--- config.mk ---
export PLATFORM = sky130hd
export DESIGN_NAME = vmp_mac
export DESIGN_NICKNAME = d
export VERILOG_FILES = /design/src/hdl/vmp_pkg.sv /design/src/hdl/vmp_mac.sv
export SDC_FILE = /design/constraint.sdc
export NUM_CORES = 1
export LEC_CHECK = 0
export BUFFER_PORTS_ARGS = -buffer_cell sky130_fd_sc_hd__buf_4
export CORE_ASPECT_RATIO = 0.6
export CORE_UTILIZATION = 44
export CTS_CLUSTER_DIAMETER = 120
export DETAILED_ROUTE_END_ITERATION = 8
export PLACE_DENSITY_LB_ADDON = 0.25
export SLEW_MARGIN = 20
export SYNTH_ARGS = -nofsm -noshare
export SYNTH_HDL_FRONTEND = slang
export SYNTH_SLANG_ARGS = --single-unit
--- constraint.sdc ---
create_clock -name clk -period 7.6 [get_ports clk]
set_input_delay 0.76 -clock clk [delete_from_list [all_inputs] [get_ports clk]]
set_output_delay 0.76 -clock clk [all_outputs]
set_load 0.05 [all_outputs]
--- src/hdl/vmp_pkg.sv ---
`default_nettype none
// ----------------------------------------------------------------------------
// vmp_pkg: shared types and codes for the vector-matrix product block
// Word formats, opcodes, register indexes and the sequencer state type.
// ----------------------------------------------------------------------------
package vmp_pkg;

  localparam int IDX_W    = 12;
  localparam int ELEM_W   = 16;
  localparam int PROD_W   = 2 * ELEM_W;
  localparam int ACC_W    = 40;
  localparam int RIDX_W   = 6;
  localparam int LEN_W    = 7;
  localparam int CFG_IDX_W = 2;

  typedef enum logic [1:0] {
    OP_LOAD_VEC = 2'd0,
    OP_LOAD_MAT = 2'd1,
    OP_COMPUTE  = 2'd2,
    OP_NONE     = 2'd3
  } op_t;

  localparam logic [CFG_IDX_W-1:0] REG_VECTOR_LENGTH = 2'd0;
  localparam logic [CFG_IDX_W-1:0] REG_RESULT_LENGTH = 2'd1;
  localparam logic [CFG_IDX_W-1:0] REG_INNER_COMMON  = 2'd2;

  typedef struct packed {
    logic [1:0]               op;
    logic [IDX_W-1:0]         index;
    logic signed [ELEM_W-1:0] value;
  } item_t;

  typedef struct packed {
    logic [RIDX_W-1:0]       result_index;
    logic signed [ACC_W-1:0] result_value;
    logic                    last;
  } result_t;

  // control from the sequencer into the multiply-accumulate unit
  typedef struct packed {
    logic valid;  // memory read data valid this cycle
    logic last;   // final term of the current dot product
    logic clear;  // zero the accumulator
  } mac_ctrl_t;

  typedef enum logic [1:0] {
    ST_IDLE,
    ST_ISSUE,
    ST_DRAIN,
    ST_EMIT
  } state_t;

endpackage : vmp_pkg
`default_nettype wire

--- src/hdl/vmp_mac.sv ---
`default_nettype none
// ----------------------------------------------------------------------------
// vmp_mac: multiply-accumulate unit
// Registered 16x16 product, then a 40-bit accumulate. Flags the edge at
// which the final term of a dot product has been added.
// ----------------------------------------------------------------------------
module vmp_mac
  import vmp_pkg::*;
(
  input  wire logic                     clk,
  input  wire logic                     rst,
  input  wire mac_ctrl_t                ctrl,
  input  wire logic signed [ELEM_W-1:0] vec_data,
  input  wire logic signed [ELEM_W-1:0] mat_data,
  output logic signed [ACC_W-1:0]       acc,
  output logic                          done
);

  logic                     prod_valid;
  logic                     prod_last;
  logic signed [PROD_W-1:0] prod;

  always_ff @(posedge clk) begin
    if (rst) begin
      prod_valid <= 1'b0;
      prod_last  <= 1'b0;
      done       <= 1'b0;
    end else begin
      prod_valid <= ctrl.valid;
      prod_last  <= ctrl.valid & ctrl.last;
      done       <= prod_valid & prod_last;
    end
  end

  always_ff @(posedge clk) begin
    prod <= vec_data * mat_data;
  end

  // wraps modulo 2^40
  always_ff @(posedge clk) begin
    if (rst || ctrl.clear) begin
      acc <= '0;
    end else if (prod_valid) begin
      acc <= acc + ACC_W'(prod);
    end
  end

endmodule : vmp_mac
`default_nettype wire

=== Yosys cells after proc, flatten, opt, wreduce, memory -nomap -nowiden ===
Cells that the tools add are included.

* $add $sub $neg: 1
* Multipliers: 1
* Div/mod/pow operators: 0
* Order comparisons: 0
* Eq/ne operators: 0
* Shifts and indexed selects: 0
* Multiplexer cells: 0
* Bitwise logic cells: 2
* Reduce and logical (&&, ||, !) cells: 1

{| class="wikitable"
|+ Operators with widths
! kind !! count
|-
| 40-bit by 32-bit adder with 40-bit output || 1
|-
| 16-bit by 16-bit multiplier with 32-bit output || 1
|-
| 1-bit AND || 2
|-
| 1-bit logical OR || 1
|}

* Bits in registers: 75
* Bits in latches: 0
* RAM bits: 0
* Memory bits (read-only): 0
* Input bits: 37
* Output and inout port bits: 41
* Memories: 0

=== Depth between registers and ports, before layout ===
* Depth after elaboration: 1
* Depth in mapped cells: 24

=== Worst setup path before layout ===
No wires, ideal clock.

* Path type: in2reg
* Start point: input port vec_data[11]
* End point: register prod[31]
* Library setup time: 0.120 ns
* Arrival: 6.152 ns
* Required time: 7.480 ns
* Path slack: 1.328 ns
* Stages: 22
* Buffers on the path: 1
* Cells stage by stage: clkbuf_1 -> nand2_1 -> fa_1 -> fa_1 -> fa_1 -> inv_1 -> fa_1 -> fa_1 -> inv_1 -> fa_1 -> inv_1 -> ha_1 -> a21oi_1 -> nor2b_1 -> o21a_1 -> a311oi_1 -> a21boi_1 -> nand3_1 -> nand3_1 -> a211oi_1 -> a21oi_1 -> xnor2_1

* Cells in the longest elaborated chain, start to end: 1

{| class="wikitable"
|+ RTL lines
! what !! RTL line !! text
|-
| from (decl) || vmp_mac.sv:13 || <nowiki>input wire logic signed [ELEM_W-1:0] vec_data,</nowiki>
|-
| 16-bit by 16-bit multiplier with 32-bit output || vmp_mac.sv:36 || <nowiki>prod <= vec_data * mat_data;</nowiki>
|-
| to (signal assigned) || vmp_mac.sv:36 ||
|-
| to (decl) || vmp_mac.sv:21 || <nowiki>logic signed [PROD_W-1:0] prod;</nowiki>
|}

Every way passes these cells.
A chain may end at the register's enable or synchronous reset.

=== Worst setup path in the final report ===
* Start point: input port mat_data[1]
* End point: register prod[31]

* Cells in the longest elaborated chain, start to end: 1

{| class="wikitable"
|+ RTL lines
! what !! RTL line !! text
|-
| from (decl) || vmp_mac.sv:14 || <nowiki>input wire logic signed [ELEM_W-1:0] mat_data,</nowiki>
|-
| 16-bit by 16-bit multiplier with 32-bit output || vmp_mac.sv:36 ||
|}

Every way passes these cells.

==> results_dict.tcl <==
set metrics [dict create \
    hold_viol 0 \
    synth_area_leaders "fa_1, ha_1, dfxtp_1, inv_1, and2_1" \
    postRouteWirelength_mm 30.8 \
    cts_max_path_buffers 2 \
    status "finished, final reports clean" \
    cts_resized 0 \
    cts_made_buffers 9 \
    crit_path_end_kind "register" \
    crit_required_ps 7820 \
    clk_pin_slew_ps 60 \
    drive_above_1_share_pct 6.57 \
    yosys_warnings 0 \
    start_kind "input pin" \
    synth_top_area_cell "fa_1" \
    hold_path.class "reg -> reg" \
    core_mm2 0.0303 \
    synth_flop_cell "dfxtp_1" \
    syn_avg_cell_area_um2 9.07 \
    layout.nets 1983 \
    routabilityCongestion 0.878 \
    die_h_um 139 \
    synth_enable_flop_cells 0 \
    grt_pass1_vias 10356 \
    rows 49 \
    synthToLayoutAreaGrowth_pct 9.04 \
    min_period_over_period_pct 85.7 \
    start_util_pct 45.4 \
    mostFrequentLayoutCells "inv_1, fa_1, nand2_1" \
    layout.cells.most_common "inv_1" \
    first_pass_iters 7 \
    synth.distinct_cells 56 \
    remaining_drc_errors 0 \
    track_usage_pct 20.2 \
    diodes 0 \
    critPathMaxFanout 16 \
    cts_tree "yes" \
    criticalPathCategory "in -> reg" \
    syn-num-nets 1939 \
    drt_iter0_drc 477 \
    syn-instance-count 1518 \
    dieArea_mm2 0.0320 \
    worst_pin_slew_ps 1140 \
    die_w_um 230 \
    finalCriticalPeriod_ps 6510 \
    setup_viol 0 \
    wl_per_cell_um 15.6 \
    vias_per_cell 5.12 \
    clock_latency_ps 330 \
    num-fill-cells 2904 \
    antenna_left 0 \
    fin_setup_tns_ps 0 \
    grt_max_degree 40 \
    slew-limit-headroom_pct 24.3 \
    synth_area_mm2 0.0138 \
    grt_first_pass_wirelength_mm 52.2 \
    clock-root-buffer "clkbuf_16" \
    hpwlAfterDp_mm 25.8 \
    cts_setup_buffers 0 \
    htreeDepth 3 \
    ys_seq_area_share_pct 10.9 \
    ios 78 \
    grt_overflow 0 \
    vias 10114 \
    async_flop_share_pct 0 \
    cp.arrival_ps 6730 \
    clock_sinks 75 \
    yosys_register_bits 75 \
    netlist.area_leader.share_pct 38.2 \
    maxCapViolCount 0 \
    fmax_mhz 153 \
    slew_viol_final 0 \
    io_buffers 77 \
    rsz0062_at_grt "false" \
    cts_hold_buf 0 \
    clock_skew_ps 10.2 \
    antenna_found_initial 0 \
]
[synthesized netlist by cell type (25+ instances only)]
master,count
inv_1,296
a21o_1,25
fa_1,263
a21oi_1,56
o21ai_0,35
dfxtp_1,75
and2_1,132
clkbuf_1,42
xnor2_1,51
nor2_1,85
ha_1,121
nand2_1,146
[state kept, by name, summed over array words and instances (netlist names)]
signal      cells
done            1
prod_last       1
acc            40
prod_valid      1
prod           32
[stage by stage]
stage	std cells	utilization (%)	hold WS [ps]	setup WS (ps)	cell area (um2)
after detailed placement	1959	48.4	413	759	14700
final	1975	49.5	418	1090	15000
after global placement	1959	48.4	409	855	14700
after global routing	1975	49.5	454	535	15000
after floorplan	1518	-	404	1330	13800
after CTS	1975	49.5	415	1090	15000
[worst paths after layout]
path                              from              endpoint  slack (ps)  depth (start not counted)
hold reg to reg   prod_last$_SDFF_PP0_       done$_SDFF_PP0_         420                          2
setup reg to reg   acc[0]$_SDFFE_PP0P_  acc[38]$_SDFFE_PP0P_        4330                         13
setup / recovery           mat_data[1]      prod[31]$_DFF_P_        1090                         22
hold / removal    prod_last$_SDFF_PP0_       done$_SDFF_PP0_         420                          2
[layer usage]
metal,part of all wire (%),track usage (%),wire length [um]
met2,46,32.5,14300
met4,0.48,1.99,147
met1,49,29.8,15100
met3,4.2,2.73,1310
met5,0,0,0
[critical path, stage by stage]
cell and delay [ps]:
buf_4 190, and2_1 200, fa_1 500, fa_1 560, ha_1 140, inv_1 50, fa_1 470, inv_1 60
fa_1 520, inv_1 50, fa_1 480, inv_1 50, ha_1 210, a2111oi_0 450, o21ai_0 290, a311oi_1 540
a21boi_1 240, nand3_1 140, nand3_1 130, a211oi_1 410, a21oi_1 140, xnor2_1 140
[cells by family after synthesis]
kind of cell	Yosys count	synth area share, %
adders and majority gates	384	49.2
and+or+nand+nor	430	15.2
DFF	75	10.9
xor gates and xnor gates	67	4.26
buffers and inverters	342	9.37
muxes	24	1.74
AOI/OAI and AO/OA	196	9.33
[final cells by class]
cell class | instances | area [um2] | area share [%]
Clock buffer | 10 | 229 | 1.52
Clock inverter | 6 | 90.1 | 0.600
Inverter | 296 | 1110 | 7.40
Sequential cell | 75 | 1500 | 10.0
Multi-Input combinational cell | 1101 | 11000 | 73.1
Tap cell | 408 | 510 | 3.40
Timing Repair Buffer | 79 | 593 | 3.95
Power is left out: the tool's default activity adds up to more than one toggle a clock period on the data nets, which glitch-free logic cannot reach.
